`src/rtl/owm_pkg.sv`:
```
package owm_pkg;

    localparam int unsigned FuncWidth  = 3;
    localparam int unsigned ByteWidth  = 8;
    localparam int unsigned TpuWidth   = 8;
    localparam int unsigned SlotWidth  = 10;
    localparam int unsigned BitIdxWidth = 3;

    localparam logic [TpuWidth-1:0] TicksPerUsReset = 8'd16;

    // Command selector codes.
    localparam logic [FuncWidth-1:0] FUNC_TICK      = 3'd0;
    localparam logic [FuncWidth-1:0] FUNC_RESET     = 3'd1;
    localparam logic [FuncWidth-1:0] FUNC_WRITE     = 3'd2;
    localparam logic [FuncWidth-1:0] FUNC_READ_BYTE = 3'd3;
    localparam logic [FuncWidth-1:0] FUNC_READ_BIT  = 3'd4;

    // Slot timing in microseconds.
    localparam logic [SlotWidth-1:0] T_RESET_LOW     = 10'd480;
    localparam logic [SlotWidth-1:0] T_PRESENCE      = 10'd580;
    localparam logic [SlotWidth-1:0] T_RESET_END     = 10'd960;
    localparam logic [SlotWidth-1:0] T_START_LOW     = 10'd2;
    localparam logic [SlotWidth-1:0] T_WRITE_RELEASE = 10'd60;
    localparam logic [SlotWidth-1:0] T_READ_SAMPLE   = 10'd12;
    localparam logic [SlotWidth-1:0] T_SLOT_END      = 10'd61;

    localparam logic [BitIdxWidth-1:0] LAST_BIT = 3'd7;

    typedef enum logic [1:0] {
        PIN_RELEASED = 2'd0,
        PIN_LOW      = 2'd1,
        PIN_HIGH     = 2'd2
    } pin_t;

    typedef enum logic [4:0] {
        OP_IDLE      = 5'b00001,
        OP_RESET     = 5'b00010,
        OP_WRITE     = 5'b00100,
        OP_READ_BYTE = 5'b01000,
        OP_READ_BIT  = 5'b10000
    } op_t;

    typedef struct packed {
        logic [FuncWidth-1:0] func;
        logic [ByteWidth-1:0] data_byte;
        logic                 bus_level;
    } owm_cmd_t;

    typedef struct packed {
        logic [1:0]           pin_mode;
        logic                 busy_res;
        logic                 done_res;
        logic                 presence;
        logic [ByteWidth-1:0] read_value;
        logic                 rejected;
    } owm_result_t;

endpackage

```
`src/rtl/owm_ifs.sv`:
```
interface owm_cmd_if;
    import owm_pkg::*;
    logic                 valid;
    logic                 ready;
    logic [FuncWidth-1:0] func;
    logic [ByteWidth-1:0] data_byte;
    logic                 bus_level;

    modport source (output valid, func, data_byte, bus_level, input ready);
    modport sink   (input valid, func, data_byte, bus_level, output ready);
endinterface

interface owm_rsp_if;
    import owm_pkg::*;
    logic                 valid;
    logic                 ready;
    logic [1:0]           pin_mode;
    logic                 busy_res;
    logic                 done_res;
    logic                 presence;
    logic [ByteWidth-1:0] read_value;
    logic                 rejected;

    modport source (output valid, pin_mode, busy_res, done_res, presence, read_value,
                    rejected, input ready);
    modport sink   (input valid, pin_mode, busy_res, done_res, presence, read_value,
                    rejected, output ready);
endinterface

interface owm_cfg_if;
    import owm_pkg::*;
    logic                valid;
    logic                ready;
    logic [TpuWidth-1:0] data;

    modport source (output valid, data, input ready);
    modport sink   (input valid, data, output ready);
endinterface

```
`src/rtl/one_wire_bus_master_top.sv`:
```
// One-wire bus master. Every beat on the cmd channel is one clock tick of bus
// timing: it carries a command selector (tick only, reset, write byte, read
// byte, read bit), the byte to send and the sampled bus level, and it yields
// exactly one beat on the rsp channel with the pin drive, busy, done,
// presence, the last read value and a rejected flag. The block takes one cmd
// beat per clock cycle; the result of a beat is registered and shows on rsp
// in the following cycle, and a new cmd beat is taken in that same cycle as
// long as rsp is not stalled. Bus timing is counted in microseconds, each
// microsecond being ticks_per_us cmd beats, written through the cfg channel
// (reset value 16, zero means 256). A reset sequence lasts 960 us and a bit
// slot 61 us, so a byte takes 488 us of beats; a command that arrives while
// one is running is ignored and flagged as rejected.
module one_wire_bus_master_top
    import owm_pkg::*;
(
    input  logic     clk,
    input  logic     rst_n,
    owm_cfg_if.sink  cfg,
    owm_cmd_if.sink  cmd,
    owm_rsp_if.source rsp
);

    logic [TpuWidth-1:0] tpu_reg;
    logic                rsp_valid_reg;
    owm_result_t         rsp_reg;
    owm_result_t         core_result;
    owm_cmd_t            core_cmd;
    logic                cmd_accept;

    // The configuration register can always take a write.
    assign cfg.ready = 1'b1;

    always_ff @(posedge clk or negedge rst_n)
    begin
        if (!rst_n)
        begin
            tpu_reg <= TicksPerUsReset;
        end
        else if (cfg.valid)
        begin
            tpu_reg <= cfg.data;
        end
    end

    // A cmd beat is taken whenever the output register is empty or being
    // drained in this cycle, which keeps one beat per cycle under no stall.
    assign cmd.ready  = !rsp_valid_reg || rsp.ready;
    assign cmd_accept = cmd.valid && cmd.ready;

    assign core_cmd.func      = cmd.func;
    assign core_cmd.data_byte = cmd.data_byte;
    assign core_cmd.bus_level = cmd.bus_level;

    // The core holds the sequencing state and works out one tick's result.
    owm_core u_core (
        .clk          (clk),
        .rst_n        (rst_n),
        .accept       (cmd_accept),
        .cmd          (core_cmd),
        .ticks_per_us (tpu_reg),
        .result       (core_result)
    );

    always_ff @(posedge clk or negedge rst_n)
    begin
        if (!rst_n)
        begin
            rsp_valid_reg <= 1'b0;
        end
        else if (cmd_accept)
        begin
            rsp_valid_reg <= 1'b1;
        end
        else if (rsp.ready)
        begin
            rsp_valid_reg <= 1'b0;
        end
    end

    // The result payload needs no reset; it is qualified by rsp_valid_reg.
    always_ff @(posedge clk)
    begin
        if (cmd_accept)
        begin
            rsp_reg <= core_result;
        end
    end

    assign rsp.valid      = rsp_valid_reg;
    assign rsp.pin_mode   = rsp_reg.pin_mode;
    assign rsp.busy_res   = rsp_reg.busy_res;
    assign rsp.done_res   = rsp_reg.done_res;
    assign rsp.presence   = rsp_reg.presence;
    assign rsp.read_value = rsp_reg.read_value;
    assign rsp.rejected   = rsp_reg.rejected;

endmodule

```
`src/rtl/owm_core.sv`:
```
module owm_core
    import owm_pkg::*;
(
    input  logic                clk,
    input  logic                rst_n,
    input  logic                accept,
    input  owm_cmd_t            cmd,
    input  logic [TpuWidth-1:0] ticks_per_us,
    output owm_result_t         result
);

    op_t                    op_reg, op_next;
    logic [TpuWidth-1:0]    pre_reg, pre_next;
    logic [SlotWidth-1:0]   slot_reg, slot_next;
    logic [ByteWidth-1:0]   shift_reg, shift_next;
    logic [BitIdxWidth-1:0] bit_reg, bit_next;
    logic                   pres_reg, pres_next;
    logic [ByteWidth-1:0]   hold_reg, hold_next;

    logic                   is_cmd;
    op_t                    cmd_op;
    logic [SlotWidth-1:0]   t;
    logic                   first;
    logic                   finish;
    pin_t                   pin;
    logic                   done;
    logic                   rej;

    always_comb
    begin
        case (cmd.func)
            FUNC_RESET:     cmd_op = OP_RESET;
            FUNC_WRITE:     cmd_op = OP_WRITE;
            FUNC_READ_BYTE: cmd_op = OP_READ_BYTE;
            FUNC_READ_BIT:  cmd_op = OP_READ_BIT;
            default:        cmd_op = OP_IDLE;
        endcase
        is_cmd = (cmd_op != OP_IDLE);
    end

    always_comb
    begin
        op_next    = op_reg;
        pre_next   = pre_reg;
        slot_next  = slot_reg;
        shift_next = shift_reg;
        bit_next   = bit_reg;
        pres_next  = pres_reg;
        hold_next  = hold_reg;
        pin        = PIN_RELEASED;
        done       = 1'b0;
        rej        = 1'b0;
        finish     = 1'b0;
        t          = '0;
        first      = 1'b0;

        if (op_reg == OP_IDLE)
        begin
            if (is_cmd)
            begin
                op_next    = cmd_op;
                pre_next   = '0;
                slot_next  = '0;
                bit_next   = '0;
                shift_next = (cmd_op == OP_WRITE) ? cmd.data_byte : '0;
            end
        end
        else if (is_cmd)
        begin
            rej = 1'b1;
        end

        if (op_next != OP_IDLE)
        begin
            t     = slot_next;
            first = (pre_next == '0);

            if (op_next == OP_RESET)
            begin
                if (t >= T_RESET_END)
                begin
                    finish = 1'b1;
                end
                else
                begin
                    pin = (t < T_RESET_LOW) ? PIN_LOW : PIN_RELEASED;
                    if (first && t == T_PRESENCE)
                    begin
                        pres_next = ~cmd.bus_level;
                    end
                end
            end
            else
            begin
                if (t >= T_SLOT_END)
                begin
                    if (op_next == OP_READ_BIT || bit_next == LAST_BIT)
                    begin
                        finish = 1'b1;
                        if (op_next == OP_READ_BYTE)
                        begin
                            hold_next = shift_next;
                        end
                    end
                    else
                    begin
                        // Next bit slot of the byte starts on this tick.
                        bit_next  = bit_next + 1'b1;
                        slot_next = '0;
                        pre_next  = '0;
                        t         = '0;
                        first     = 1'b1;
                    end
                end
                if (!finish)
                begin
                    if (t < T_START_LOW)
                    begin
                        pin = PIN_LOW;
                    end
                    else if (op_next == OP_WRITE)
                    begin
                        if (t < T_WRITE_RELEASE)
                        begin
                            pin = shift_next[bit_next] ? PIN_HIGH : PIN_LOW;
                        end
                        else
                        begin
                            pin = PIN_RELEASED;
                        end
                    end
                    else
                    begin
                        pin = PIN_RELEASED;
                        if (first && t == T_READ_SAMPLE)
                        begin
                            if (op_next == OP_READ_BYTE)
                            begin
                                shift_next[bit_next] = shift_next[bit_next] | cmd.bus_level;
                            end
                            else
                            begin
                                hold_next = {{(ByteWidth-1){1'b0}}, cmd.bus_level};
                            end
                        end
                    end
                end
            end

            if (finish)
            begin
                op_next   = OP_IDLE;
                pre_next  = '0;
                slot_next = '0;
                pin       = PIN_RELEASED;
                done      = 1'b1;
            end
            else if (pre_next == ticks_per_us - 1'b1)
            begin
                pre_next  = '0;
                slot_next = slot_next + 1'b1;
            end
            else
            begin
                pre_next = pre_next + 1'b1;
            end
        end
    end

    always_ff @(posedge clk or negedge rst_n)
    begin
        if (!rst_n)
        begin
            op_reg    <= OP_IDLE;
            pre_reg   <= '0;
            slot_reg  <= '0;
            shift_reg <= '0;
            bit_reg   <= '0;
            pres_reg  <= 1'b0;
            hold_reg  <= '0;
        end
        else if (accept)
        begin
            op_reg    <= op_next;
            pre_reg   <= pre_next;
            slot_reg  <= slot_next;
            shift_reg <= shift_next;
            bit_reg   <= bit_next;
            pres_reg  <= pres_next;
            hold_reg  <= hold_next;
        end
    end

    always_comb
    begin
        result.pin_mode   = pin;
        result.busy_res   = (op_next != OP_IDLE);
        result.done_res   = done;
        result.presence   = pres_next;
        result.read_value = hold_next;
        result.rejected   = rej;
    end

endmodule

```
`src/flat_wrapper.sv`:
```
// flat-port wrapper written by rule: the top's interface ports become plain ports
module one_wire_bus_master_top_flat import owm_pkg::*;
  (clk, rst_n, cfg_valid, cfg_data, cfg_ready, cmd_valid, cmd_func, cmd_data_byte, cmd_bus_level, cmd_ready, rsp_valid, rsp_pin_mode, rsp_busy_res, rsp_done_res, rsp_presence, rsp_read_value, rsp_rejected, rsp_ready);
  owm_cfg_if cfg_i ();
  owm_cmd_if cmd_i ();
  owm_rsp_if rsp_i ();
  input  logic clk;
  input  logic rst_n;
  input wire logic [$bits(cfg_i.valid)-1:0] cfg_valid;
  input wire logic [$bits(cfg_i.data)-1:0] cfg_data;
  output wire logic [$bits(cfg_i.ready)-1:0] cfg_ready;
  input wire logic [$bits(cmd_i.valid)-1:0] cmd_valid;
  input wire logic [$bits(cmd_i.func)-1:0] cmd_func;
  input wire logic [$bits(cmd_i.data_byte)-1:0] cmd_data_byte;
  input wire logic [$bits(cmd_i.bus_level)-1:0] cmd_bus_level;
  output wire logic [$bits(cmd_i.ready)-1:0] cmd_ready;
  output wire logic [$bits(rsp_i.valid)-1:0] rsp_valid;
  output wire logic [$bits(rsp_i.pin_mode)-1:0] rsp_pin_mode;
  output wire logic [$bits(rsp_i.busy_res)-1:0] rsp_busy_res;
  output wire logic [$bits(rsp_i.done_res)-1:0] rsp_done_res;
  output wire logic [$bits(rsp_i.presence)-1:0] rsp_presence;
  output wire logic [$bits(rsp_i.read_value)-1:0] rsp_read_value;
  output wire logic [$bits(rsp_i.rejected)-1:0] rsp_rejected;
  input wire logic [$bits(rsp_i.ready)-1:0] rsp_ready;
  assign cfg_i.valid = cfg_valid;
  assign cfg_i.data = cfg_data;
  assign cfg_ready = cfg_i.ready;
  assign cmd_i.valid = cmd_valid;
  assign cmd_i.func = cmd_func;
  assign cmd_i.data_byte = cmd_data_byte;
  assign cmd_i.bus_level = cmd_bus_level;
  assign cmd_ready = cmd_i.ready;
  assign rsp_valid = rsp_i.valid;
  assign rsp_pin_mode = rsp_i.pin_mode;
  assign rsp_busy_res = rsp_i.busy_res;
  assign rsp_done_res = rsp_i.done_res;
  assign rsp_presence = rsp_i.presence;
  assign rsp_read_value = rsp_i.read_value;
  assign rsp_rejected = rsp_i.rejected;
  assign rsp_i.ready = rsp_ready;
  one_wire_bus_master_top u_core (.clk(clk), .rst_n(rst_n), .cfg(cfg_i), .cmd(cmd_i), .rsp(rsp_i));
endmodule
```
`config.mk`:
```
export PLATFORM = sky130hd
export DESIGN_NAME = one_wire_bus_master_top_flat
export DESIGN_NICKNAME = d
export VERILOG_FILES = /design/src/rtl/owm_pkg.sv /design/src/rtl/owm_ifs.sv /design/src/rtl/one_wire_bus_master_top.sv /design/src/rtl/owm_core.sv /design/src/flat_wrapper.sv
export SDC_FILE = /design/constraint.sdc
export NUM_CORES = 1
export LEC_CHECK = 0
export BUFFER_PORTS_ARGS = -buffer_cell sky130_fd_sc_hd__buf_2
export CAP_MARGIN = 10
export CORE_UTILIZATION = 45
export CTS_BUF_LIST = sky130_fd_sc_hd__clkbuf_16
export DETAILED_ROUTE_END_ITERATION = 6
export GPL_ROUTABILITY_DRIVEN = 0
export HOLD_SLACK_MARGIN = 0.06
export PLACE_DENSITY_LB_ADDON = 0.25
export SYNTH_ARGS = -nofsm -noshare
export SYNTH_HDL_FRONTEND = slang
export SYNTH_HIERARCHICAL = 1
export SYNTH_SLANG_ARGS = --single-unit
export TNS_END_PERCENT = 5
```
`constraint.sdc`:
```
create_clock -name clk -period 3.85 [get_ports clk]
set_input_delay 0.77 -clock clk [delete_from_list [all_inputs] [get_ports clk]]
set_output_delay 0.77 -clock clk [all_outputs]
set_load 0.01 [all_outputs]
```
==> results of run 1 <==
[routing by layer]
layer	wire length, um	GRT usage (%)
met1	5437	34.31
met2	5402	37.94
met3	567	5.245
met4	93	5.686
met5	0	0
[worst max-delay path by stage]
stage | start | endpoint
after CTS | u_core/u_core/op_reg[3] | u_core/u_core/slot_reg[7]
after detailed placement | cmd_func[1] | u_core/u_core/slot_reg[7]
after floorplan | cmd_func[0] | u_core/u_core/slot_reg[7]
after global routing | u_core/u_core/op_reg[3] | u_core/u_core/slot_reg[7]
final | cmd_func[1] | u_core/u_core/slot_reg[7]
after global placement | cmd_func[1] | u_core/u_core/slot_reg[7]
[kinds of logic after synthesis]
logic type | count (synthesis) | synth area share (%)
other | 1 | 0.08402
buffers and inverters | 42 | 4.626
xor gates and xnor gates | 12 | 2.355
DFF | 66 | 38.63
adders and majority gates | 5 | 1.402
and+or+nand+nor | 200 | 25.51
AOI/OAI and AO/OA | 128 | 21.03
muxes | 23 | 6.364
[final cells by class]
type                       instances  area [sq um]  area share (%)
timing repair buffer              87         553.0           10.32
clock inverter                     7         93.84           1.752
multi-input combinational        369          2555           47.69
clock buffer                       9         225.2           4.204
tap                              129         161.4           3.013
sequential                        66          1724           32.18
inverter                          12         45.04          0.8407
[where the power goes]
part / internal, mW / switching, mW
logic: 0.502 / 0.581
registers: 0.805 / 0.114
clock network: 0.566 / 0.318
total: 1.87 / 1.01
[placed cells by master (no fill, tap or decap), types with 12 or more instances in the layout]
cell type / synthesis / routed
buf_2: 5 / 40
buf_4: 7 / 47
dfrtp_1: 50 / 50
edfxtp_1: 14 / 14
inv_1: 12 / 12
nand2_1: 37 / 36
nand3_1: 15 / 15
nor2_1: 44 / 44
nor3_1: 18 / 18
o21ai_0: 29 / 29
or4_1: 13 / 13
[metrics by stage]
step           std cells  setup WS, ns  hold slack [ns]  area (sq um)
2_1_floorplan        477      -0.03269           0.4462          4488
3_3_place_gp         663     -0.007830           0.4770          5039
3_5_place_dp         663       -0.1051           0.4684          5039
4_1_cts              679        0.2021           0.4856          5358
5_1_grt              679       0.02961           0.5059          5358
6_report             679        0.1589           0.4945          5358
[worst max-delay path: stages]
cell	delay, ns
buf_2	0.12
or3_4	0.41
nand4_4	0.12
buf_4	0.19
and2_1	0.17
ha_1	0.17
a31oi_2	0.06
and2_4	0.22
a211oi_1	0.36
nor2_1	0.08
or4_1	0.48
buf_4	0.19
or3_1	0.33
a31o_1	0.23
==> impl_metrics.json, run 1 <==
{
  "diodes": 0,
  "grt_setup_unrepaired": "no",
  "synth_sequential_area_ratio_pct": 38.63,
  "dp.final_hpwl_um": 8314,
  "tritoncts": "yes",
  "crit_required_ns": 4.07,
  "design.final.nets": 575,
  "port-buffer-count": 40,
  "power_mw": 2.885,
  "hold_path_depth": 1,
  "grt_overflow": 0,
  "numClockSinks": 66,
  "synthesis.area_per_instance_sq_um": 9.356,
  "hold-path-endpoint": "u_core/u_core/bit_reg[0]",
  "drt_pass1_iterations": 5,
  "drv_cap": 0,
  "synthesis.instances": 477,
  "ctsLongestPathBuffers": 2,
  "setup_viol": 0,
  "cts-htree-levels": 3,
  "post_route_ant_nets": 0,
  "cp.arrival_ns": 3.91,
  "hold_bufs_inserted_after_cts": 0,
  "start_util_pct": 47.40,
  "global_route.usage.total_pct": 24.28,
  "hold_violations": 0,
  "min_from": "u_core/u_core/bit_reg[0]",
  "largest_reg_flops": 10,
  "max_freq_mhz": 270.9,
  "cp-end-kind": "flip-flop",
  "viasPerCell": 6.082,
  "io-pin-count": 42,
  "power_per_cell_area_nw_per_um2": 538.5,
  "clkTransAtPathRegs_ns": 0.06,
  "leakage_nw": 2.266,
  "worst_setup_path_category": "primary input to flip-flop",
  "initial_drt_markers": 366,
  "die_x_um": 101.6,
  "synth_edf_count": 14,
  "timing.final.crit_share_pct": 95.87,
  "cts_setup_buffers": 0,
  "first_global_vias": 3954,
  "final.setup_skew_ns": 0.009291,
  "cts_inserted_buffers": 9,
  "area_delta_synth_final_pct": 20.04,
  "vdd_drop_max_v": 0.0002486,
  "crit_path_start_kind": "primary input",
  "post_synth_main_area_contributors": "dfrtp_1 (28%), edfxtp_1 (9.4%), nor2_1 (3.7%)",
  "detail_route.wirelength_um": 11500,
  "dieArea_sq_um": 10320,
  "die_h_um": 101.6,
  "syn_nets": 507,
  "final_max_slew_viol_count": 0,
  "vias": 4130,
  "rows": 35,
  "synthTopCellsByCount": "dfrtp_1 (50), nor2_1 (44), nand2_1 (37), o21ai_0 (29), nor3_1 (18)",
  "r2r_setup_slack_ns": 0.21,
  "reg2regPathDepth": 13,
  "status": "finished clean",
  "netlist_area_before_placement_sq_um": 4463,
  "actual_transition_at_the_worst_max_transition_pin_ns": 0.9157,
  "antenna_violations_before_repair": 0,
  "regToRegEndpoint": "u_core/u_core/slot_reg[7]",
  "synthFlopType": "dfrtp_1",
  "synth_top_area_cell": "dfrtp_1",
  "drc": 0,
  "rr_startpoint": "u_core/u_core/op_reg[3]",
  "post_drt_wl_per_cell_um": 16.94,
  "cts_root_buffer": "clkbuf_16",
  "cell_variety_after_synth": 81,
  "floorplan.core_area_sq_um": 9415,
  "worstHoldPathType": "flip-flop to flip-flop",
  "yosys_register_bits": 66,
  "layout.core_utilization_pct": 56.90,
  "nFillCells": 840,
  "fraction_of_layout_cells_with_a_size_suffix_above_1_pct": 28.18,
  "critical_path.max_fanout": 12,
  "grt_start_max_net_pins": 40,
  "clk_latency_ns": 0.33,
  "synthesis.yosys.warnings": 6,
  "synthArstFlopShare_pct": 78.79,
  "layout_min_cycle_time_ns": 3.691,
  "timing.setup.tns_ns": 0,
  "post-synth-top-area-fraction_pct": 28.03,
  "relSlewSlack_pct": 38.95,
  "synth_most_common_cell": "dfrtp_1",
  "grt_first_pass_wirelength_um": 19650,
  "postCtsResizedCells": 0
}
No activity file was read; power rests on OpenSTA's default activity.
==> run 2: changes to the inputs <==
--- a/config.mk
+++ b/config.mk
@@ -7,8 +7,7 @@
 export LEC_CHECK = 0
 export BUFFER_PORTS_ARGS = -buffer_cell sky130_fd_sc_hd__buf_2
 export CAP_MARGIN = 10
-export CORE_UTILIZATION = 45
-export CTS_BUF_LIST = sky130_fd_sc_hd__clkbuf_16
+export CORE_UTILIZATION = 38
 export DETAILED_ROUTE_END_ITERATION = 6
 export GPL_ROUTABILITY_DRIVEN = 0
 export HOLD_SLACK_MARGIN = 0.06
==> constraint.sdc (replaced) <==
create_clock -name clk -period 3.5 [get_ports clk]
set_input_delay 0.7 -clock clk [delete_from_list [all_inputs] [get_ports clk]]
set_output_delay 0.7 -clock clk [all_outputs]
set_load 0.01 [all_outputs]
==> run 2 against run 1 <==
  * The run now ends with negative setup slack left
  * Global-route usage decreased by 3.1 points
  * Sequential share of layout area shrank 2.1 points
  * Critical endpoint unchanged
  * Total power grew 17%
  * Clock power increased by 13%
  * Worst hold slack got worse by 0.036 ns
  * Wire length is 6.1% higher
  * Clock-buffer cell count increased by 1
==> impl_metrics.json, run 2 (same netlist as run 1, synthesis figures left out) <==
{
  "hold_slack_ns": 0.4586,
  "placement.cell_area_sq_um": 5214,
  "viasPerCell": 5.863,
  "commonest_non_fill_non_tap_cell_in_the_layout": "buf_4",
  "area_delta_synth_final_pct": 28.51,
  "worstHoldPathType": "primary input to async pin",
  "crit_required_ns": 3.73,
  "ctsLongestPathBuffers": 2,
  "hold_violations": 0,
  "rows": 39,
  "design.final.nets": 597,
  "final_cell_mix": "buf_4 (65), dfrtp_1 (50), nor2_1 (43)",
  "tritoncts": "yes",
  "post_route_ant_nets": 0,
  "die_x_um": 110.4,
  "timing.setup.tns_ns": -0.04259,
  "fraction_of_layout_cells_with_a_size_suffix_above_1_pct": 34.97,
  "violations": "negative setup slack",
  "first_global_vias": 3926,
  "numClockSinks": 66,
  "post-route-worst-setup-slack_ns": -0.02559,
  "die_h_um": 110.4,
  "drc": 0,
  "cts_root_buffer": "clkbuf_16",
  "cp-end-kind": "flip-flop",
  "vias": 4192,
  "hold_bufs_inserted_after_cts": 0,
  "setup_viol": 3,
  "p_switching_mw": 1.231,
  "clkTransAtPathRegs_ns": 0.06,
  "critical_path.max_fanout": 7,
  "layout_min_cycle_time_ns": 3.526,
  "cts_inserted_buffers": 9,
  "largest_reg_flops": 10,
  "clk_latency_ns": 0.34,
  "pre_cts_setup_slack_ns": -0.3742,
  "detail_route.wirelength_um": 12200,
  "diodes": 0,
  "reg2regPathDepth": 13,
  "power.share.clock_pct": 29.6,
  "worst_setup_path_category": "primary input to flip-flop",
  "seq_power_share_pct": 29.8,
  "max_freq_mhz": 283.6,
  "cts-htree-levels": 3,
  "actual_transition_at_the_worst_max_transition_pin_ns": 0.8430,
  "grt_setup_unrepaired": "yes",
  "grt_overflow": 0,
  "io-pin-count": 42,
  "grt_start_max_net_pins": 49,
  "layout.core_utilization_pct": 50.23,
  "cell_internal_pwr_mw": 2.149,
  "power_frac_comb_pct": 40.6,
  "global_route.usage.total_pct": 21.21,
  "dp.final_hpwl_um": 8832,
  "initial_drt_markers": 345,
  "cp.arrival_ns": 3.75,
  "drt_pass1_iterations": 5,
  "leakage_nw": 2.412,
  "dieArea_sq_um": 12180,
  "crit_path_start_kind": "primary input",
  "final_max_slew_viol_count": 0,
  "drv_cap": 0,
  "port-buffer-count": 40,
  "floorplan.core_area_sq_um": 11420,
  "relSlewSlack_pct": 43.80,
  "vdd_drop_max_v": 0.0002717,
  "post_drt_wl_per_cell_um": 17.06,
  "start_util_pct": 39.09,
  "grt_first_pass_wirelength_um": 19700,
  "final.setup_skew_ns": 0.006526,
  "status": "finished, violations left",
  "power_per_cell_area_nw_per_um2": 589.3,
  "antenna_violations_before_repair": 0,
  "timing.final.crit_share_pct": 100.7,
  "finish.instance_area_sq_um": 5736,
  "p_sw_share_pct": 36.42
}
run 2: cell count changes in the layout (fill, tap and decap cells not counted), moves of 2 or more:
cell       before  now
a31oi_4         0    2
nor4_1          7    5
o2111ai_1       3    0
o21ai_0        29   27
buf_4          47   65
buf_6           0    3
o2111ai_2       0    3
ha_1            5    3
run 2: final timing paths:
| check | from | to | slack [ns] |
|---|---|---|---|
| max in group asynchronous | rst_n | u_core/u_core/pre_reg[2] | 2.24 |
| min | rst_n | u_core/tpu_reg[3] | 0.46 |
| min in group clk | u_core/u_core/hold_reg[0] | u_core/u_core/hold_reg[0] | 0.50 |
| min reg2reg | u_core/u_core/hold_reg[0] | u_core/u_core/hold_reg[0] | 0.50 |
| max | cmd_func[0] | u_core/u_core/slot_reg[7] | -0.03 |
| max reg2reg | u_core/u_core/op_reg[3] | u_core/u_core/slot_reg[7] | 0 |
run 2: cell type report:
class	count	area, sq um
timing repair buffer	109	726.9
tap	143	178.9
clock inverter	6	90.09
inverter	12	45.04
multi-input combinational	369	2731
clock buffer	10	239.0
sequential	66	1724
fill	1071	5683
run 2: worst max-delay path: stages:
cell and delay [ns]:
buf_2 0.12, or3_4 0.41, and4_4 0.20, nor2_2 0.09, ha_2 0.20, ha_4 0.15
a31oi_4 0.05, and2_4 0.20, buf_4 0.14, a211oi_4 0.22, nor2_1 0.07, or4_4 0.55
buf_6 0.15, or3_4 0.32, a31o_1 0.18
run 2: power groups by stage:
| stage | sequential, mW | clock [mW] | combinational, mW |
|---|---|---|---|
| 6_report | 1.01 | 1.00 | 1.37 |
| 5_1_grt | 1.02 | 1.05 | 1.49 |
| 4_1_cts | 1.00 | 1.02 | 1.27 |
| 3_5_place_dp | 1.02 | 0 | 1.24 |
| 3_3_place_gp | 1.01 | 0 | 1.21 |
| 2_1_floorplan | 0.982 | 0 | 0.783 |
run 2: repair_timing:
action	in CTS	in global routing
pin swaps	3	17
buffers inserted	0	4
setup endpoints to repair	22	21
gates cloned	0	1
resized for setup	8	23
run 2: routing by layer:
| layer | track usage, % | routed length [um] | share of wire, % | vias up |
|---|---|---|---|---|
| met4 | 11.18 | 282 | 2.3 | 0 |
| li1 | - | - | - | 2006 |
| met5 | 0 | 0 | 0 | - |
| met2 | 32.30 | 5578 | 46 | 120 |
| met3 | 2.646 | 471 | 3.9 | 18 |
| met1 | 29.31 | 5868 | 48 | 2048 |
run 2: per-stage QoR:
step	total power [mW]	cells
after floorplan	1.765	477
after CTS	3.295	711
final	3.380	715
after global routing	3.567	715
after global placement	2.223	695
after detailed placement	2.257	695
